===== src/rtl/core/stl_fifo.sv =====
// Small register queue with full/empty flags, used between front and back
// and on the result side. Depends on nothing; item type is a parameter.
`default_nettype none

module stl_fifo #(
    parameter type item_t = logic,
    parameter int  DEPTH  = 2
) (
    input  wire        clk,
    input  wire        rst_n,
    input  wire        wr_en,
    input  wire item_t wr_item,
    output logic       full,
    input  wire        rd_en,
    output item_t      rd_item,
    output logic       empty
);
    localparam int PTR_BITS = $clog2(DEPTH);
    localparam int CNT_BITS = $clog2(DEPTH + 1);
    localparam logic [PTR_BITS-1:0] LAST_PTR = PTR_BITS'(DEPTH - 1);

    item_t               mem [DEPTH];
    logic [PTR_BITS-1:0] wr_ptr_reg;
    logic [PTR_BITS-1:0] rd_ptr_reg;
    logic [CNT_BITS-1:0] count_reg;
    logic                do_wr;
    logic                do_rd;

    assign full    = (count_reg == CNT_BITS'(DEPTH));
    assign empty   = (count_reg == '0);
    assign do_wr   = wr_en && !full;
    assign do_rd   = rd_en && !empty;
    assign rd_item = mem[rd_ptr_reg];

    always_ff @(posedge clk or negedge rst_n)
    begin
        if (!rst_n)
        begin
            wr_ptr_reg <= '0;
            rd_ptr_reg <= '0;
            count_reg  <= '0;
        end
        else
        begin
            if (do_wr)
                wr_ptr_reg <= (wr_ptr_reg == LAST_PTR) ? '0 : wr_ptr_reg + PTR_BITS'(1);
            if (do_rd)
                rd_ptr_reg <= (rd_ptr_reg == LAST_PTR) ? '0 : rd_ptr_reg + PTR_BITS'(1);
            if (do_wr && !do_rd)
                count_reg <= count_reg + CNT_BITS'(1);
            else if (do_rd && !do_wr)
                count_reg <= count_reg - CNT_BITS'(1);
        end
    end

    always_ff @(posedge clk)
    begin
        if (do_wr)
            mem[wr_ptr_reg] <= wr_item;
    end

endmodule

`default_nettype wire


===== config.mk =====
export PLATFORM = sky130hd
export DESIGN_NAME = stl_fifo
export DESIGN_NICKNAME = d
export VERILOG_FILES = /design/src/rtl/core/stl_fifo.sv
export SDC_FILE = /design/constraint.sdc
export NUM_CORES = 1
export LEC_CHECK = 0
export ABC_CLOCK_PERIOD_IN_PS = 1680
export BUFFER_PORTS_ARGS = -buffer_cell sky130_fd_sc_hd__buf_4
export CAP_MARGIN = 20
export CORE_AREA = 2 2 39 41
export DETAILED_ROUTE_END_ITERATION = 8
export DIE_AREA = 0 0 41 43
export SLEW_MARGIN = 20
export SYNTH_ARGS = -nofsm -noshare
export SYNTH_HDL_FRONTEND = slang
export SYNTH_SLANG_ARGS = --single-unit

===== constraint.sdc =====
create_clock -name clk -period 1.68 [get_ports clk]
set_clock_uncertainty 0.05 [all_clocks]
set_input_delay 0.252 -clock clk [delete_from_list [all_inputs] [get_ports clk]]
set_output_delay 0.252 -clock clk [all_outputs]
set_load 0.005 [all_outputs]

==> flow_summary.json, run 1 <==
{
  "cts.reportedPaths.clkPinSlew_ps": 50,
  "coreArea_um2": 1380,
  "synth_seq_cells": 6,
  "overflow": 0,
  "synth_enable_flop_cells": 2,
  "setup_viol": 0,
  "worstPathRequired_ps": 1790,
  "fmax_mhz": 651,
  "power_w": 0.000675,
  "synth-compound-area-share_pct": 1.87,
  "drive_gt1_share_pct": 32.4,
  "grt_max_degree": 6,
  "synth_cell_type_count": 12,
  "timing_worst_setup_path_type": "register to register",
  "fin_crit_sh_pct": 91.4,
  "synth_top_area_share_pct": 37.4,
  "leakage_nw": 0.179,
  "cts_made_buffers": 3,
  "crit_arrival_ps": 1650,
  "synthTopCellsByCount": "4 x dfrtp_1, 3 x nor2_1, 3 x xnor2_1",
  "synth-seq-area-share_pct": 59.8,
  "max-cap-violations": 0,
  "syn_area_um2": 268,
  "synth-simple-area-share_pct": 10.3,
  "die_h_um": 43,
  "slew-limit-headroom_pct": 86.7,
  "ctsHtreeMaxLevel": 1,
  "syn_to_final_growth_pct": 40.7,
  "num_rows": 14,
  "period_minus_slack_ps": 1540,
  "status": "finished, final reports clean",
  "track_usage_pct": 6.55,
  "dr_total_vias": 186,
  "cp-end-kind": "register",
  "syn-num-nets": 28,
  "ios": 8,
  "path_max_fanout": 5,
  "drt_iter0_markers": 0,
  "die_w_um": 41,
  "ir_drop_uv": 399,
  "drt-total-wl_um": 445,
  "async_flop_share_pct": 66.7,
  "yosysMostFrequentCell": "dfrtp_1",
  "initial_core_util_pct": 19.3,
  "root_buffer": "clkbuf_4",
  "post-route-util_pct": 27.2,
  "tightest_slew_ps": 198,
  "port_buffers": 7,
  "slew_viol_final": 0,
  "synth.avg_cell_area_um2": 12.2,
  "antenna_left": 0,
  "yosysWarnings": 0,
  "crit_path_top_delay_cell": "dfrtp_1",
  "via_per_inst": 3.72,
  "final_nets": 41,
  "grt_pass1_wl_um": 690,
  "antenna_found_initial": 0,
  "synthFlopType": "dfrtp_1",
  "cts-resized-gates": 0,
  "synth_adder_area_share_pct": 4.67,
  "slowest_delay_ps": 420,
  "die-area_um2": 1760,
  "clk_latency_ps": 240,
  "cts_tree": "done",
  "first_pass_iters": 1,
  "hold_viol_final": 0,
  "globalplace.congestion": 0.694,
  "cts_sinks": 6,
  "power_density_nw_per_um2": 1790,
  "crit_top_cell": "xor2_1",
  "fin_tns_setup_ps": 0,
  "synth_area_leaders": "dfrtp_1 37%, edfxtp_1 22%, xnor2_1 9.8%",
  "wire_per_inst_um": 8.90,
  "rsz0062_at_grt": "no",
  "synth_cells": 22,
  "min_path_type": "input pin to register",
  "yosysTopAreaCell": "dfrtp_1",
  "hold_ws_ps": 140,
  "synth_xor_area_share_pct": 16.4,
  "start_kind": "register",
  "diodes": 0,
  "grt_pass1_vias": 189,
  "route.detailed.drc": 0,
  "clock_path_buffers": 2,
  "synth_top_family_by_area": "XOR/XNOR gates",
  "crit_chain": "nand2b_1, nand2_1, inv_1, ha_1, xor2_1, nor2_1, xor2_1",
  "yosys-mux-area-fraction_pct": 4.21
}
[final timing paths]
| kind | cells past startpoint | slack, ps | start | endpoint |
|---|---|---|---|---|
| min | 1 | 140 | wr_item | mem[1] |
| max | 7 | 140 | count_reg[0] | count_reg[1] |
| min reg2reg | 1 | 440 | rd_ptr_reg | rd_ptr_reg |
| max in group asynchronous | 2 | 1190 | rst_n | count_reg[1] |
| min in group asynchronous | 2 | 290 | rst_n | wr_ptr_reg |
| max reg2reg | 7 | 140 | count_reg[0] | count_reg[1] |
[metal layers]
| layer | global-route usage (%) | share of wire (%) |
|---|---|---|
| met5 | 0 | 0 |
| met1 | 7.17 | 39 |
| met4 | 8.00 | 0 |
| met2 | 7.81 | 53 |
| met3 | 3.14 | 7.4 |
[logic make-up after synthesis]
| family | count (synthesis) |
|---|---|
| adder cells (fa/ha/maj) | 1 |
| flip-flops | 6 |
| AO/OA/AOI/OAI | 1 |
| XOR/XNOR | 5 |
| multiplexers | 1 |
| AND/OR/NAND/NOR | 6 |
| buffers and inverters | 2 |
[through the flow]
step / cell area [um^2] / cells / setup slack, ps
5_1_grt: 377 / 50 / 43.7
2_1_floorplan: 268 / 22 / 269
4_1_cts: 377 / 50 / 127
6_report: 377 / 50 / 144
3_3_place_gp: 340 / 45 / 184
3_5_place_dp: 340 / 45 / 150
[report_power, final]
group	internal [W]	switching [W]
clock	0.0000902	0.0000552
combinational	0.000150	0.000106
sequential	0.000220	0.0000532
[cell usage in the layout, fill, tap and decap left out, types with 2 or more instances in the layout]
master / Yosys / routed
dfrtp_1: 4 / 4
buf_4: 0 / 7
clkbuf_4: 0 / 3
edfxtp_1: 2 / 2
nor2_1: 3 / 3
xor2_1: 2 / 2
inv_1: 2 / 2
xnor2_1: 3 / 3
[critical path, delay by kind of cell, from the launching register on]
family,cells,cell delay [ps]
XOR/XNOR,2,310
adder cells (fa/ha/maj),1,180
buffers and inverters,1,60
flip-flops,1,420
AND/OR/NAND/NOR,3,450
[repair_timing]
item | CTS | global route
hold endpoints to repair | 4 | 0
hold buffers | 1 | 0
setup buffers | 0 | 0
[layout make-up]
class | count | area (um^2)
clock buffer | 4 | 26.3
fill | 154 | 1010
inverter | 2 | 7.51
multi-input combinational | 14 | 100
sequential | 6 | 160
tap | 16 | 20.0
timing repair buffer | 8 | 62.6
Note: power is estimated with default switching activity, not from simulation.
==> inputs of run 2 (changes only) <==
Settings changed: PLACE_DENSITY from default to 0.5.
==> flow_summary.json, run 2 (synthesized netlist as in run 1, its figures left out) <==
{
  "overflow": 0,
  "crit_start": "count_reg[0]",
  "port_buffers": 7,
  "grt_pass1_vias": 208,
  "route.detailed.drc": 0,
  "met3_length_um": 73,
  "wl_met2_um": 218,
  "wl_met1_um": 225,
  "track_usage_pct": 8.30,
  "setup_viol": 0,
  "setup_ws_ps": 166,
  "wire_per_inst_um": 10.5,
  "initial_core_util_pct": 19.3,
  "syn_to_final_growth_pct": 41.6,
  "whs_endpoint": "mem[1]",
  "clock_path_buffers": 2,
  "fmax_mhz": 661,
  "drive_gt1_share_pct": 35.3,
  "globalplace.congestion": 0.648,
  "grt_max_degree": 6,
  "fin_crit_sh_pct": 90.1,
  "diodes": 0,
  "r2r_end": "count_reg[1]",
  "via_per_inst": 3.76,
  "cts_tree": "done",
  "pre_cts_slack_ps": 150,
  "slew-limit-headroom_pct": 83.2,
  "whs_path_depth": 1,
  "dr_total_vias": 188,
  "period_minus_slack_ps": 1510,
  "hold_viol_final": 0,
  "drt-total-wl_um": 523,
  "leakage_nw": 0.179,
  "ctsHtreeMaxLevel": 1,
  "worstPathRequired_ps": 1800,
  "ios": 8,
  "min_path_type": "input pin to register",
  "final_nets": 41,
  "hold_start": "wr_item",
  "clk_latency_ps": 250,
  "top_layer": "met4",
  "power_density_nw_per_um2": 1820,
  "first_pass_iters": 2,
  "rrSetupSlack_ps": 170,
  "cp-end-kind": "register",
  "max-cap-violations": 0,
  "timing_worst_setup_path_type": "register to register",
  "drt_iter0_markers": 2,
  "hpwl_um": 390,
  "tightest_slew_ps": 250,
  "coreArea_um2": 1380,
  "ir_drop_uv": 613,
  "root_buffer": "clkbuf_4",
  "path_max_fanout": 5,
  "crit_arrival_ps": 1630,
  "cpLargestDelayFamily": "simple AND/OR/NAND/NOR gates",
  "rsz0062_at_grt": "no",
  "die-area_um2": 1760,
  "cts_sinks": 6,
  "crit_path_top_delay_cell": "dfrtp_1",
  "fin_tns_setup_ps": 0,
  "slowest_delay_ps": 420,
  "slew_viol_final": 0,
  "cp.buffers_inverters": 1,
  "cts_made_buffers": 3,
  "antenna_found_initial": 0,
  "cts.reportedPaths.clkPinSlew_ps": 50,
  "num_rows": 14,
  "final_cell_mix": "7 x buf_4, 4 x dfrtp_1, 3 x nor2_1, 3 x xnor2_1, 3 x clkbuf_4",
  "r2r-start": "count_reg[0]",
  "crit_chain": "nand2b_1, nand2_2, inv_1, ha_1, nor2_1, xor2_1",
  "die_h_um": 43,
  "r2r_cells": 6,
  "status": "finished, final reports clean",
  "final_common_cell": "buf_4",
  "die_w_um": 41,
  "grt_pass1_wl_um": 862,
  "antenna_left": 0,
  "cp.depth": 6,
  "fillers": 148,
  "start_kind": "register"
}
## run 2: cell types whose count changed in the layout (fill, tap and decap cells not counted)
cell,previous run,this run
nand2_1,1,0
nand2_2,0,1
## run 2: what timing repair did
| item | CTS | global route |
|---|---|---|
| resized for setup | 0 | 1 |
| setup buffers | 0 | 0 |
| setup endpoints to repair | 0 | 1 |
| endpoints found under the hold margin | 4 | 0 |
| hold buffers | 1 | 0 |
## run 2: how the worst max path moves through the flow
stage | endpoint | slack (ps)
final | count_reg[1] | 170
after global routing | count_reg[1] | 30
after CTS | count_reg[1] | 140
after detailed placement | count_reg[1] | 150
after global placement | count_reg[1] | 210
after floorplan | count_reg[1] | 270
## run 2: cell type report
cell class / instances / area (um^2) / area share, %
flip-flops and latches: 6 / 160 / 42.2
multi-input cells: 14 / 103 / 27.1
repair buffers: 8 / 62.6 / 16.5
clock buffers: 4 / 26.3 / 6.93
well taps: 16 / 20.0 / 5.28
inverters: 2 / 7.51 / 1.98
## run 2: per-stage QoR
| step | utilization [%] | std cells | hold WS [ps] | cell area [um^2] | total power [W] |
|---|---|---|---|---|---|
| after floorplan | - | 22 | -93.6 | 268 | 0.000438 |
| after global placement | 24.6 | 45 | -1.28 | 340 | 0.000516 |
| after detailed placement | 24.6 | 45 | 2.08 | 340 | 0.000536 |
| after CTS | 27.2 | 50 | 134 | 377 | 0.000697 |
| after global routing | 27.4 | 50 | 132 | 379 | 0.000747 |
| final | 27.4 | 50 | 140 | 379 | 0.000688 |
## run 2: metal layers
metal | vias to the layer above | track usage (%)
li1 | 94 | -
met1 | 82 | 8.91
met2 | 10 | 10.3
met3 | 2 | 8.38
met4 | 0 | 4.00
met5 | - | 0
## run 2: power by group
| part | total, W | internal (W) | switching, W |
|---|---|---|---|
| Clock | 0.000151 | 0.0000905 | 0.0000605 |
| Sequential | 0.000275 | 0.000219 | 0.0000556 |
| Combinational | 0.000262 | 0.000153 | 0.000110 |
| Total | 0.000688 | 0.000463 | 0.000226 |
==> inputs of run 3 (changes only) <==
Settings changed: ABC_CLOCK_PERIOD_IN_PS 1680 to 1200, PLACE_DENSITY 0.5 to 0.51.
Clock period 1.68 ns to 1.2 ns, I/O delays scaled along.
==> flow_summary.json, run 3 (synthesized netlist as in run 1, its figures left out) <==
{
  "route.detailed.drc": 0,
  "slew_viol_final": 0,
  "drive_gt1_share_pct": 61.5,
  "root_buffer": "clkbuf_4",
  "cts_tree": "done",
  "setup_viol": 4,
  "overflow": 0,
  "pre_cts_slack_ps": -156,
  "grt_max_degree": 5,
  "die_w_um": 41,
  "power_density_nw_per_um2": 2560,
  "fin_crit_sh_pct": 110,
  "grt_pass1_vias": 223,
  "via_per_inst": 3.78,
  "slowest_delay_ps": 390,
  "min_path_type": "input pin to register",
  "dr_total_vias": 208,
  "wire_per_inst_um": 9.91,
  "antenna_left": 0,
  "drt_iter0_markers": 2,
  "tightest_slew_ps": 196,
  "final_cell_mix": "12 x buf_4, 4 x dfrtp_1, 3 x xnor2_1, 3 x clkbuf_4",
  "timing_worst_setup_path_type": "register to register",
  "fmax_mhz": 759,
  "cpLargestDelayFamily": "flip-flops",
  "drt-total-wl_um": 545,
  "start_kind": "register",
  "cts_made_buffers": 3,
  "crit_path_top_delay_cell": "dfrtp_1",
  "cp.buffers_inverters": 1,
  "diodes": 0,
  "rsz0062_at_grt": "yes",
  "worstPathRequired_ps": 1310,
  "final_cell_area_um2": 467,
  "final_common_cell": "buf_4",
  "die-area_um2": 1760,
  "num_rows": 14,
  "grt_pass1_wl_um": 848,
  "r2r-start": "count_reg[0]",
  "period_minus_slack_ps": 1320,
  "ios": 8,
  "path_max_fanout": 3,
  "crit_chain": "nand2b_4, nand2_4, inv_2, ha_4, xor2_2, nor2_1, xor2_1",
  "port_buffers": 7,
  "clock_path_buffers": 2,
  "die_h_um": 43,
  "syn_to_final_growth_pct": 74.3,
  "coreArea_um2": 1380,
  "cts.reportedPaths.clkPinSlew_ps": 50,
  "ir_drop_uv": 983,
  "fin_tns_setup_ps": -329,
  "max-cap-violations": 0,
  "cts_sinks": 6,
  "initial_core_util_pct": 19.3,
  "hold_viol_final": 0,
  "crit_arrival_ps": 1430,
  "violations": "negative setup slack",
  "track_usage_pct": 7.87,
  "slew-limit-headroom_pct": 86.9,
  "final_nets": 47,
  "status": "finished with violations",
  "antenna_found_initial": 0,
  "crit_start": "count_reg[0]",
  "hold_ws_ps": 81.7,
  "globalplace.congestion": 0.633,
  "place_area_um2": 395,
  "setup_ws_ps": -118,
  "cp-end-kind": "register",
  "clk_latency_ps": 240,
  "ctsHtreeMaxLevel": 1,
  "first_pass_iters": 2,
  "hold_start": "wr_item",
  "leakage_nw": 0.221
}
==> run 3: changes by cell type in the layout (fill, tap and decap cells not counted), sizes merged <==
| cell | previous run | this run |
|---|---|---|
| buf | 7 | 13 |
| clkbuf | 4 | 3 |
==> run 3: per-stage QoR <==
stage               std cells  util [%]  total power, W
floorplan                  22         -        0.000662
global placement           50      28.6        0.000873
detailed placement         50      28.6        0.000901
CTS                        55      32.3         0.00116
global route               55      33.7         0.00130
finish                     55      33.7         0.00120
==> run 3: layout make-up <==
class	instances	area [um^2]
fillers	141	917
flip-flops and latches	6	160
multi-input cells	14	145
repair buffers	14	111
clock buffers	3	22.5
well taps	16	20.0
inverters	2	7.51
==> run 3: final timing paths <==
check                          endpoint  slack, ps  cells after the start
min                              mem[0]         80                      1
max reg2reg                count_reg[1]       -120                      7
max                        count_reg[1]       -120                      7
min reg2reg                  wr_ptr_reg        460                      1
min in group asynchronous    rd_ptr_reg        220                      2
max in group asynchronous    wr_ptr_reg        780                      2
==> run 3: routing by layer <==
layer	track usage (%)	part of all wire (%)	vias to the layer above
met5	0	0	-
met4	6.00	0	0
met3	3.14	8.8	0
met2	10.9	51	8
met1	9.15	40	95
li1	-	-	105
==> run 3: timing repair <==
| item | in CTS | in global routing |
|---|---|---|
| setup endpoints to repair | 5 | 5 |
| endpoints found under the hold margin | 4 | 0 |
| hold buffers | 1 | 0 |
| gates resized for setup | 3 | 3 |
| pin swaps | 1 | 1 |
| buffers inserted | 1 | 0 |
==> run 3: where the power goes <==
part	total (W)	switching [W]	internal, W
clock	0.000184	0.0000708	0.000113
combinational	0.000632	0.000237	0.000395
sequential	0.000381	0.0000729	0.000308
total	0.00120	0.000380	0.000816
