### src/rtl/core/stl_pkg.sv
// Stereo tremolo package: item types, register indexes, sine table builder.
// No dependencies.
`default_nettype none

package stl_pkg;

    localparam int SAMPLE_BITS = 16;
    localparam int SINE_BITS   = 16;
    localparam int PHASE_BITS  = 32;
    localparam int CFG_BITS    = 32;
    localparam int DEPTH_BITS  = 16;
    localparam int CFG_IDX_BITS = 2;

    localparam logic [DEPTH_BITS-1:0] DEPTH_FULL = 16'h8000;

    localparam logic [CFG_IDX_BITS-1:0] REG_PHASE_STEP   = 2'd0;
    localparam logic [CFG_IDX_BITS-1:0] REG_PHASE_OFFSET = 2'd1;
    localparam logic [CFG_IDX_BITS-1:0] REG_DEPTH        = 2'd2;

    localparam logic [PHASE_BITS-1:0] PHASE_STEP_RESET   = 32'd581610;
    localparam logic [PHASE_BITS-1:0] PHASE_OFFSET_RESET = 32'h8000_0000;

    localparam longint unsigned HALF_PI_Q30 = 64'd1686629713;
    localparam longint unsigned Q30_ONE     = 64'd1 << 30;

    typedef struct packed {
        logic signed [SAMPLE_BITS-1:0] left_in;
        logic signed [SAMPLE_BITS-1:0] right_in;
        logic                          block_end;
    } in_t;

    typedef struct packed {
        logic signed [SAMPLE_BITS-1:0] left_out;
        logic signed [SAMPLE_BITS-1:0] right_out;
        logic                          block_last;
    } out_t;

    // Item handed from front to back: LFO phases for both channels plus samples.
    typedef struct packed {
        logic [PHASE_BITS-1:0] phase_l;
        logic [PHASE_BITS-1:0] phase_r;
        in_t                   sample;
    } mid_t;

    // sin(2*pi*idx/2^bits) in Q1.15, quarter-wave Taylor series in Q30.
    // Used only at elaboration to fill the sine ROM.
    function automatic logic signed [SINE_BITS-1:0] sine_entry(
        input int unsigned idx,
        input int unsigned bits
    );
        longint unsigned quarter;
        longint unsigned r;
        longint unsigned t;
        longint unsigned x;
        longint unsigned x2;
        longint unsigned u;
        longint unsigned q15;
        longint unsigned quad;
        logic signed [SINE_BITS-1:0] mag;
        quarter = 64'd1 << (bits - 2);
        quad    = (longint'(idx) >> (bits - 2)) & 64'd3;
        r       = longint'(idx) & (quarter - 64'd1);
        if (quad[0])
            r = quarter - r;
        t  = r << (32 - bits);
        x  = (t * HALF_PI_Q30) >> 30;
        x2 = (x * x) >> 30;
        u  = Q30_ONE;
        u  = Q30_ONE - ((x2 * u) >> 30) / 110;
        u  = Q30_ONE - ((x2 * u) >> 30) / 72;
        u  = Q30_ONE - ((x2 * u) >> 30) / 42;
        u  = Q30_ONE - ((x2 * u) >> 30) / 20;
        u  = Q30_ONE - ((x2 * u) >> 30) / 6;
        q15 = (((x * u) >> 30) + 64'd16384) >> 15;
        if (q15 > 64'd32767)
            q15 = 64'd32767;
        mag = SINE_BITS'(q15);
        if (quad[1])
            return -mag;
        return mag;
    endfunction

endpackage

`default_nettype wire

### src/rtl/core/stl_front.sv
// Front end: config registers, phase accumulator, item intake.
// Depends on stl_pkg.
`default_nettype none

module stl_front (
    input  wire                                  clk,
    input  wire                                  rst_n,
    input  wire                                  push,
    output logic                                 full,
    input  wire  stl_pkg::in_t                   sample,
    input  wire                                  cfg_we,
    input  wire  [stl_pkg::CFG_IDX_BITS-1:0]     cfg_index,
    input  wire  [stl_pkg::CFG_BITS-1:0]         cfg_data,
    input  wire                                  mid_full,
    output logic                                 mid_push,
    output stl_pkg::mid_t                        mid_item,
    output logic [stl_pkg::DEPTH_BITS-1:0]       depth
);
    import stl_pkg::*;

    logic [PHASE_BITS-1:0] phase_reg;
    logic [PHASE_BITS-1:0] phase_next;
    logic [PHASE_BITS-1:0] step_reg;
    logic [PHASE_BITS-1:0] offset_reg;
    logic [DEPTH_BITS-1:0] depth_reg;

    assign full     = mid_full;
    assign mid_push = push && !mid_full;

    assign mid_item.phase_l = phase_reg;
    assign mid_item.phase_r = phase_reg + offset_reg;
    assign mid_item.sample  = sample;

    assign phase_next = phase_reg + step_reg;

    // depth above full acts as full
    assign depth = (depth_reg > DEPTH_FULL) ? DEPTH_FULL : depth_reg;

    always_ff @(posedge clk or negedge rst_n)
    begin
        if (!rst_n)
        begin
            phase_reg  <= '0;
            step_reg   <= PHASE_STEP_RESET;
            offset_reg <= PHASE_OFFSET_RESET;
            depth_reg  <= '0;
        end
        else
        begin
            if (mid_push)
                phase_reg <= phase_next;
            if (cfg_we)
            begin
                case (cfg_index)
                    REG_PHASE_STEP:   step_reg   <= cfg_data;
                    REG_PHASE_OFFSET: offset_reg <= cfg_data;
                    REG_DEPTH:        depth_reg  <= cfg_data[DEPTH_BITS-1:0];
                    default:          ;
                endcase
            end
        end
    end

endmodule

`default_nettype wire

### config.mk
export PLATFORM = sky130hd
export DESIGN_NAME = stl_front
export DESIGN_NICKNAME = d
export VERILOG_FILES = /design/src/rtl/core/stl_pkg.sv /design/src/rtl/core/stl_front.sv
export SDC_FILE = /design/constraint.sdc
export NUM_CORES = 1
export LEC_CHECK = 0
export ABC_AREA = 1
export BUFFER_PORTS_ARGS = -buffer_cell sky130_fd_sc_hd__buf_2
export CORE_MARGIN = 2
export CORE_UTILIZATION = 44
export CTS_CLUSTER_SIZE = 8
export DETAILED_ROUTE_END_ITERATION = 6
export GPL_TIMING_DRIVEN = 0
export PLACE_DENSITY = 0.66
export SLEW_MARGIN = 20
export SYNTH_ARGS = -nofsm -noshare
export SYNTH_HDL_FRONTEND = slang
export SYNTH_SLANG_ARGS = --single-unit
### constraint.sdc
create_clock -name clk -period 5.3 [get_ports clk]
set_input_delay 0.265 -clock clk [delete_from_list [all_inputs] [get_ports clk]]
set_output_delay 0.265 -clock clk [all_outputs]
set_load 0.01 [all_outputs]
==> flow_metrics.env, run 1 <==
export IMPL_dieArea_um2=21200
export IMPL_clockRootBuffer="clkbuf_16"
export IMPL_ys_ff_latch=112
export IMPL_start_kind="flip-flop"
export IMPL_clock_sinks=112
export IMPL_worst_pin_slew_ps=715
export IMPL_drive_gt1_frac=0.179
export IMPL_first_iter_violations=615
export IMPL_pin_count=187
export IMPL_ys_seq_area_frac=0.320
export IMPL_rows=51
export IMPL_fin_crit_sh=0.538
export IMPL_grt_pass1_vias=8296
export IMPL_syn_inst=1325
export IMPL_required_ps=5040
export IMPL_cts_max_path_buffers=2
export IMPL_antenna_left=0
export IMPL_clock_latency_ps=370
export IMPL_synth_top_area_cell="dfrtp_1"
export IMPL_crit_fanout=4
export IMPL_synth_top_area_frac=0.278
export IMPL_htreeDepth=3
export IMPL_crit_top_cell="nand2_1"
export IMPL_antenna_cells=0
export IMPL_initial_core_util=0.451
export IMPL_cap_violations=0
export IMPL_wl_um=26500
export IMPL_ys_types=35
export IMPL_area_growth_pct=16.7
export IMPL_vias=8829
export IMPL_final_max_slew_violation_count=0
export IMPL_pwr_density_cell_nw_per_um2=528
export IMPL_gp_congestion=0.982
export IMPL_crit_slowest_cell="dfrtp_1"
export IMPL_die_w_um=146
export IMPL_synth_area_um2=8810
export IMPL_path_clk_slew_ps=80
export IMPL_syn_avg_cell_area_um2=6.65
export IMPL_dr_pass1_iters=5
export IMPL_cts_buffers=9
export IMPL_antenna_found_initial=0
export IMPL_grt_pass1_wl_um=42200
export IMPL_synth_area_top_cells="dfrtp_1 28%, nand2_1 19%, ha_1 8.8%"
export IMPL_drc=0
export IMPL_irDropWorstVdd_v=0.000198
export IMPL_holdWs_ps=176
export IMPL_power_leakage_nw=5.86
export IMPL_hpwl_um=21800
export IMPL_wl_per_cell_um=15.0
export IMPL_tritoncts="yes"
export IMPL_cts_setup_buffers=0
export IMPL_cp_end_kind="output pin"
export IMPL_syn_num_nets=1461
export IMPL_layout_nets=1627
export IMPL_fmax_mhz=351
export IMPL_yosysWarnings=0
export IMPL_rsz0062_at_grt="no"
export IMPL_grt_overflow_total=0
export IMPL_via_per_inst=5.01
export IMPL_hold_viol_final=0
export IMPL_arrival_ps=2590
export IMPL_grt_max_degree=59
export IMPL_die_height_um=146
export IMPL_status="finished clean"
export IMPL_setup_violations=0
export IMPL_cpPeakStageDelay_ps=450
export IMPL_track_usage=0.249
export IMPL_path_cells="ha_1, fa_1, nand2_1, nand2_1, nand2_2, inv_1, nand3_1, nand3_1, nand4_1, nand2_1, nand2_1, nand2_1, buf_2"
export IMPL_finClkSkew_ps=13.7
export IMPL_slew_headroom=0.523
export IMPL_core_um2=19500
export IMPL_tns_ps=0
export IMPL_min_path_type="primary input to flip-flop"
export IMPL_io_buffers=153
export IMPL_fin_crit_ps=2850
export IMPL_worstSetupPathType="flip-flop to output pin"
## path summary, 6_finish.rpt
| path | startpoint | to | slack, ps | cells past startpoint |
|---|---|---|---|---|
| setup / recovery | phase_reg[0] | mid_item[61] | 2450 | 13 |
| hold / removal | cfg_data[19] | step_reg[19] | 180 | 3 |
| setup reg to reg | phase_reg[0] | phase_reg[24] | 3100 | 10 |
| hold reg to reg | offset_reg[16] | offset_reg[16] | 490 | 2 |
| max in group asynchronous | rst_n | step_reg[19] | 4140 | 3 |
| min in group asynchronous | rst_n | depth_reg[10] | 440 | 2 |
## cell usage in the layout, fill, tap and decap left out, drive strengths merged
master / netlist / layout
nand3: 71 / 71
bufinv: 0 / 1
nor4: 5 / 5
o211ai: 1 / 1
nor2: 105 / 105
nand4: 11 / 11
and2: 1 / 1
fa: 2 / 2
buf: 37 / 191
xnor2: 17 / 17
nand3b: 5 / 5
a21o: 4 / 4
inv: 191 / 194
dfrtp: 98 / 98
a31oi: 1 / 1
clkbuf: 20 / 29
o21a: 2 / 2
clkinv: 1 / 4
dfstp: 14 / 14
dlygate4sd3: 0 / 1
a21oi: 59 / 59
nand2: 468 / 468
o21ai: 115 / 115
xor2: 18 / 18
nor3: 12 / 12
ha: 62 / 62
o21bai: 5 / 5
## per-stage QoR
stage / instance area [um2] / utilization / std cells / worst slack [ps] / total power [mW]
global placement: 9910 / 0.507 / 1743 / 2640 / 4.63
CTS: 10300 / 0.527 / 1761 / 2460 / 5.43
finish: 10300 / 0.527 / 1761 / 2450 / 5.43
floorplan: 8810 / - / 1325 / 3190 / 3.58
detailed placement: 9940 / 0.509 / 1744 / 2860 / 4.67
global route: 10300 / 0.527 / 1761 / 2290 / 5.93
## kinds of logic after synthesis
logic type | count (synthesis) | share of synthesized area
AO/OA/AOI/OAI | 187 | 0.111
XOR/XNOR | 35 | 0.0348
buffers and inverters | 249 | 0.121
adder cells (fa/ha/maj) | 64 | 0.0926
AND/OR/NAND/NOR | 678 | 0.320
flip-flops | 112 | 0.320
## where the power goes
part           internal (mW)  total (mW)  switching (mW)
clock                  0.387       0.744           0.356
sequential              1.08        1.41           0.331
combinational           1.23        3.28            2.05
total                   2.70        5.43            2.74
## what timing repair did
item                                   in CTS  in global routing
endpoints found under the hold margin      51                  0
resized for setup                           0                  0
hold buffers                                1                  0
## cells in the mapped netlist (all sizes together)
master / instances
nand4: 11
ha: 62
nand3: 71
o211ai: 1
xnor2: 17
fa: 2
nand3b: 5
o21a: 2
dfstp: 14
a31oi: 1
clkinv: 1
o21bai: 5
o21ai: 115
xor2: 18
and2: 1
nor2: 105
nor3: 12
nand2: 468
buf: 37
dfrtp: 98
a21o: 4
a21oi: 59
nor4: 5
clkbuf: 20
inv: 191
## worst max-delay path, delay by kind of cell (launching register included)
family                   cells  cell delay, ps
AND/OR/NAND/NOR              9             830
flip-flops                   1             450
adder cells (fa/ha/maj)      2             730
buffers and inverters        2             210
## layout make-up
type                            instances  area [um2]
Multi-Input combinational cell        964        4920
Clock buffer                            9         225
Sequential cell                       112        2820
Timing Repair Buffer                  155         810
Buffer                                 57         345
Clock inverter                          7         108
Fill cell                            2021        9240
Tap cell                              265         332
Inverter                              192         721
## routing by layer
layer | track usage | wire length (um)
met5 | 0 | 0
met4 | 0.0672 | 514
met3 | 0.0313 | 1440
met2 | 0.409 | 12200
met1 | 0.349 | 12300
Power figures use the tool's default switching activity.
==> run 2, diff against run 1 <==
PLACE_DENSITY = 0.68   (was 0.66)
clock period = 2.4 ns   (was 5.3 ns; I/O delays follow)
==> flow_metrics.env, run 2 (same netlist as run 1, synthesis figures left out) <==
export IMPL_status="finished clean"
export IMPL_drive_gt1_frac=0.264
export IMPL_clock_latency_ps=360
export IMPL_swShare=0.492
export IMPL_grt_overflow_total=0
export IMPL_finClkSkew_ps=9.52
export IMPL_layout_nets=1657
export IMPL_wl_per_cell_um=15.4
export IMPL_cpPeakStageDelay_ps=430
export IMPL_grt_pass1_vias=8332
export IMPL_grt_max_degree=84
export IMPL_die_w_um=146
export IMPL_fin_crit_sh=0.990
export IMPL_arrival_ps=2260
export IMPL_rsz0062_at_grt="yes"
export IMPL_worstSetupPathType="flip-flop to output pin"
export IMPL_path_clk_slew_ps=80
export IMPL_fmax_mhz=421
export IMPL_crit_slowest_cell="dfrtp_1"
export IMPL_required_ps=2280
export IMPL_path_cells="ha_4, fa_2, nand2_1, nand2_1, nand2_2, inv_2, a21o_1, a21oi_2, xnor2_2, buf_2"
export IMPL_irDropWorstVdd_v=0.000471
export IMPL_track_usage=0.254
export IMPL_placed_cell_area_um2=9940
export IMPL_critical_path_top_delay_family="adder cells"
export IMPL_start_kind="flip-flop"
export IMPL_hpwl_um=22000
export IMPL_cts_max_path_buffers=2
export IMPL_hold_depth=3
export IMPL_total_power_mw=13.3
export IMPL_utilization=0.568
export IMPL_final_cell_mix="438 x nand2_1, 177 x inv_1, 155 x buf_2"
export IMPL_vias=9076
export IMPL_drc=0
export IMPL_antenna_found_initial=0
export IMPL_min_delay_worst_endpoint="offset_reg[31]"
export IMPL_worst_pin_slew_ps=619
export IMPL_final_max_slew_violation_count=0
export IMPL_area_growth_pct=26.0
export IMPL_wl_um=27600
export IMPL_clock_sinks=112
export IMPL_tns_ps=0
export IMPL_cap_violations=0
export IMPL_min_from="cfg_data[31]"
export IMPL_htreeDepth=3
export IMPL_clockRootBuffer="clkbuf_16"
export IMPL_cts_buffers=9
export IMPL_tritoncts="yes"
export IMPL_reg2reg_setup_slack_ps=170
export IMPL_first_iter_violations=571
export IMPL_fin_area_um2=11100
export IMPL_timing_rr_end="phase_reg[28]"
export IMPL_grt_pass1_wl_um=42700
export IMPL_p_seq_frac=0.242
export IMPL_dieArea_um2=21200
export IMPL_critPathBufInv=2
export IMPL_die_height_um=146
export IMPL_dr_pass1_iters=5
export IMPL_antenna_left=0
export IMPL_fillers=1887
export IMPL_power_leakage_nw=5.99
export IMPL_r2r_worst_path_cells=11
export IMPL_setup_violations=0
export IMPL_worstReg2RegStart="phase_reg[0]"
export IMPL_fin_crit_ps=2380
export IMPL_min_path_type="primary input to flip-flop"
export IMPL_core_um2=19500
export IMPL_p_switching_mw=6.53
export IMPL_crit_fanout=3
export IMPL_antenna_cells=0
export IMPL_via_per_inst=5.07
export IMPL_power_share_clock=0.123
export IMPL_slew_headroom=0.587
export IMPL_p_int_mw=6.76
export IMPL_pwr_density_cell_nw_per_um2=1200
export IMPL_initial_core_util=0.451
export IMPL_cp_end_kind="output pin"
export IMPL_final_common_cell="nand2_1"
export IMPL_crit_top_cell="nand2_1"
export IMPL_rows=51
export IMPL_hold_viol_final=0
export IMPL_pin_count=187
export IMPL_gp_congestion=0.930
export IMPL_io_buffers=153
export IMPL_comb_power_share=0.635
run 2: worst max-delay path by stage:
stage,start,endpoint,cells after the start
after floorplan,phase_reg[0],mid_item[49],9
after global placement,rst_n,phase_reg[25],1
after detailed placement,phase_reg[0],mid_item[49],10
after global routing,phase_reg[16],mid_item[62],10
final,phase_reg[0],mid_item[49],10
after CTS,phase_reg[10],mid_item[51],9
run 2: per-layer routing:
metal | track usage | vias up | share of wire
li1 | - | 4546 | -
met1 | 0.344 | 4232 | 0.45
met2 | 0.425 | 263 | 0.47
met4 | 0.0804 | 0 | 0.021
met5 | 0 | - | 0
met3 | 0.0313 | 35 | 0.056
run 2: what timing repair did:
action | CTS | global route
endpoints found under the setup margin | 21 | 22
hold buffers | 1 | 0
pin swaps | 8 | 21
hold endpoints to repair | 29 | 0
setup buffers | 7 | 23
resized for setup | 38 | 89
run 2: worst min-delay path, delay by kind of cell:
family / cells / cell delay (ps)
AOI/OAI and AO/OA: 1 / 80
buffers and inverters: 2 / 180
run 2: final cells by class:
class / count / area [um2] / area share
Buffer: 57 / 345 / 0.0311
Clock buffer: 9 / 225 / 0.0203
Clock inverter: 7 / 96.3 / 0.00868
Inverter: 192 / 721 / 0.0649
Multi-Input combinational cell: 964 / 5500 / 0.495
Sequential cell: 112 / 2850 / 0.257
Tap cell: 265 / 332 / 0.0299
Timing Repair Buffer: 185 / 1030 / 0.0932
run 2: stage by stage:
step	hold WS (ps)	setup slack, ps	cells
after floorplan	-176	432	1325
after detailed placement	24.4	121	1744
after CTS	14.9	2.02	1768
after global routing	45.1	-105	1791
final	28.7	23.4	1791
after global placement	393	-84.3	1743
run 2: power by group through the flow:
stage               Sequential (mW)  Combinational (mW)  Clock (mW)
floorplan                      2.89                5.01           0
global placement               3.09                7.14           0
detailed placement             3.09                7.25           0
CTS                            3.18                7.66        1.64
global route                   3.27                9.40        1.71
finish                         3.22                8.44        1.63
==> run 3, diff against run 2 <==
BUFFER_PORTS_ARGS = not set   (was -buffer_cell sky130_fd_sc_hd__buf_2)
DONT_BUFFER_PORTS = 1   (was not set)
PLACE_DENSITY = 0.58   (was 0.68)
SLEW_MARGIN = not set   (was 20)
clock period = 2.75 ns   (was 2.4 ns; I/O delays follow)
==> flow_metrics.env, run 3 (same netlist as run 1, synthesis figures left out) <==
export IMPL_stdcell_count=1625
export IMPL_cp_end_kind="output pin"
export IMPL_wl_per_cell_um=16.4
export IMPL_reg2reg_setup_slack_ps=470
export IMPL_via_per_inst=5.12
export IMPL_grt_pass1_vias=7809
export IMPL_crit_fanout=4
export IMPL_hold_viol_final=0
export IMPL_clock_latency_ps=360
export IMPL_slew_headroom=0.549
export IMPL_final_max_slew_violation_count=0
export IMPL_min_path_type="primary input to flip-flop"
export IMPL_dp_slack_ps=423
export IMPL_tritoncts="yes"
export IMPL_arrival_ps=2490
export IMPL_pwr_density_cell_nw_per_um2=1020
export IMPL_grt_pass1_wl_um=41900
export IMPL_area_growth_pct=9.78
export IMPL_worstReg2RegStart="phase_reg[0]"
export IMPL_layout_nets=1491
export IMPL_io_buffers=0
export IMPL_timing_rr_end="phase_reg[20]"
export IMPL_fin_crit_ps=2630
export IMPL_grt_max_degree=113
export IMPL_fillers=2098
export IMPL_worstSetupPathType="flip-flop to output pin"
export IMPL_track_usage=0.252
export IMPL_die_height_um=146
export IMPL_tns_ps=0
export IMPL_power_leakage_nw=5.28
export IMPL_vias=8326
export IMPL_first_iter_violations=484
export IMPL_fin_crit_sh=0.957
export IMPL_total_power_mw=9.84
export IMPL_antenna_left=0
export IMPL_cts_setup_buffers=0
export IMPL_required_ps=2610
export IMPL_gp_congestion=0.978
export IMPL_hold_depth=2
export IMPL_cts_max_path_buffers=2
export IMPL_drive_gt1_frac=0.0853
export IMPL_hpwl_um=21800
export IMPL_r2r_worst_path_cells=10
export IMPL_min_from="cfg_data[18]"
export IMPL_rsz0062_at_grt="no"
export IMPL_setup_ws_ps=119
export IMPL_drc=0
export IMPL_clockRootBuffer="clkbuf_16"
export IMPL_die_w_um=146
export IMPL_htreeDepth=3
export IMPL_pin_count=187
export IMPL_placed_cells=1590
export IMPL_cap_violations=0
export IMPL_clock_sinks=112
export IMPL_dr_pass1_iters=5
export IMPL_setup_violations=0
export IMPL_antenna_cells=0
export IMPL_irDropWorstVdd_v=0.000368
export IMPL_core_um2=19500
export IMPL_final_cell_mix="452 x nand2_1, 179 x inv_1, 103 x o21ai_0"
export IMPL_start_kind="flip-flop"
export IMPL_path_clk_slew_ps=80
export IMPL_rows=51
export IMPL_cts_buffers=9
export IMPL_dieArea_um2=21200
export IMPL_min_delay_worst_endpoint="offset_reg[18]"
export IMPL_initial_core_util=0.451
export IMPL_fmax_mhz=380
export IMPL_holdWs_ps=0.358
export IMPL_grt_overflow_total=0
export IMPL_antenna_found_initial=1
export IMPL_status="finished clean"
export IMPL_worst_pin_slew_ps=676
export IMPL_finClkSkew_ps=17.4
export IMPL_final_common_cell="nand2_1"
export IMPL_wl_um=26700
[run 3: changes by cell type in the layout (fill, tap and decap cells not counted), moves of 10 or more]
cell / delta
buf_2: -152
buf_4: -30
ha_1: +29
ha_4: -28
dfrtp_1: +22
dfrtp_2: -22
dlygate4sd3_1: +17
a21oi_1: +16
a21oi_2: -15
nand2_1: +14
nand2_2: -14
nor2_1: +10
[run 3: critical path, cell delays in order, from the launching register on]
cell	delay, ps
dfrtp_2	480
ha_1	270
fa_1	450
nand2_1	100
nand2_1	60
nand2_2	100
inv_1	80
a21o_1	210
a21oi_1	170
xnor2_1	220
[run 3: worst max-delay path by stage]
stage	start	to	slack [ps]
5_1_grt	phase_reg[0]	mid_item[61]	10
3_5_place_dp	phase_reg[0]	phase_reg[20]	420
6_report	phase_reg[0]	mid_item[49]	120
2_1_floorplan	phase_reg[0]	mid_item[49]	760
4_1_cts	phase_reg[0]	mid_item[61]	80
3_3_place_gp	phase_reg[0]	phase_reg[20]	460
[run 3: through the flow]
stage,util,area (um2)
3_3_place_gp,0.468,9140
5_1_grt,0.495,9670
2_1_floorplan,-,8810
6_report,0.495,9670
3_5_place_dp,0.468,9140
4_1_cts,0.495,9660
[run 3: timing repair]
action | in CTS | in global routing
hold buffers | 18 | 1
hold endpoints to repair | 138 | 1
setup endpoints to repair | 0 | 1
resized for setup | 0 | 1
[run 3: power breakdown]
group          internal (mW)  switching, mW  total, mW
clock network          0.754          0.656       1.41
registers               2.07          0.788       2.86
logic                   1.89           3.68       5.57
total                   4.72           5.12       9.84
[run 3: final cells by class]
type | instances | area [um2] | share of cell area
Inverter | 192 | 721 | 0.0745
Multi-Input combinational cell | 964 | 4920 | 0.509
Clock inverter | 6 | 82.6 | 0.00854
Clock buffer | 10 | 239 | 0.0247
Timing Repair Buffer | 19 | 208 | 0.0215
Tap cell | 265 | 332 | 0.0343
Buffer | 57 | 345 | 0.0357
Sequential cell | 112 | 2820 | 0.292
[run 3: metal layers]
metal  track usage  part of all wire
met1         0.354              0.47
met2         0.405              0.45
met3        0.0470             0.058
met4        0.0603             0.017
met5             0           0.00049
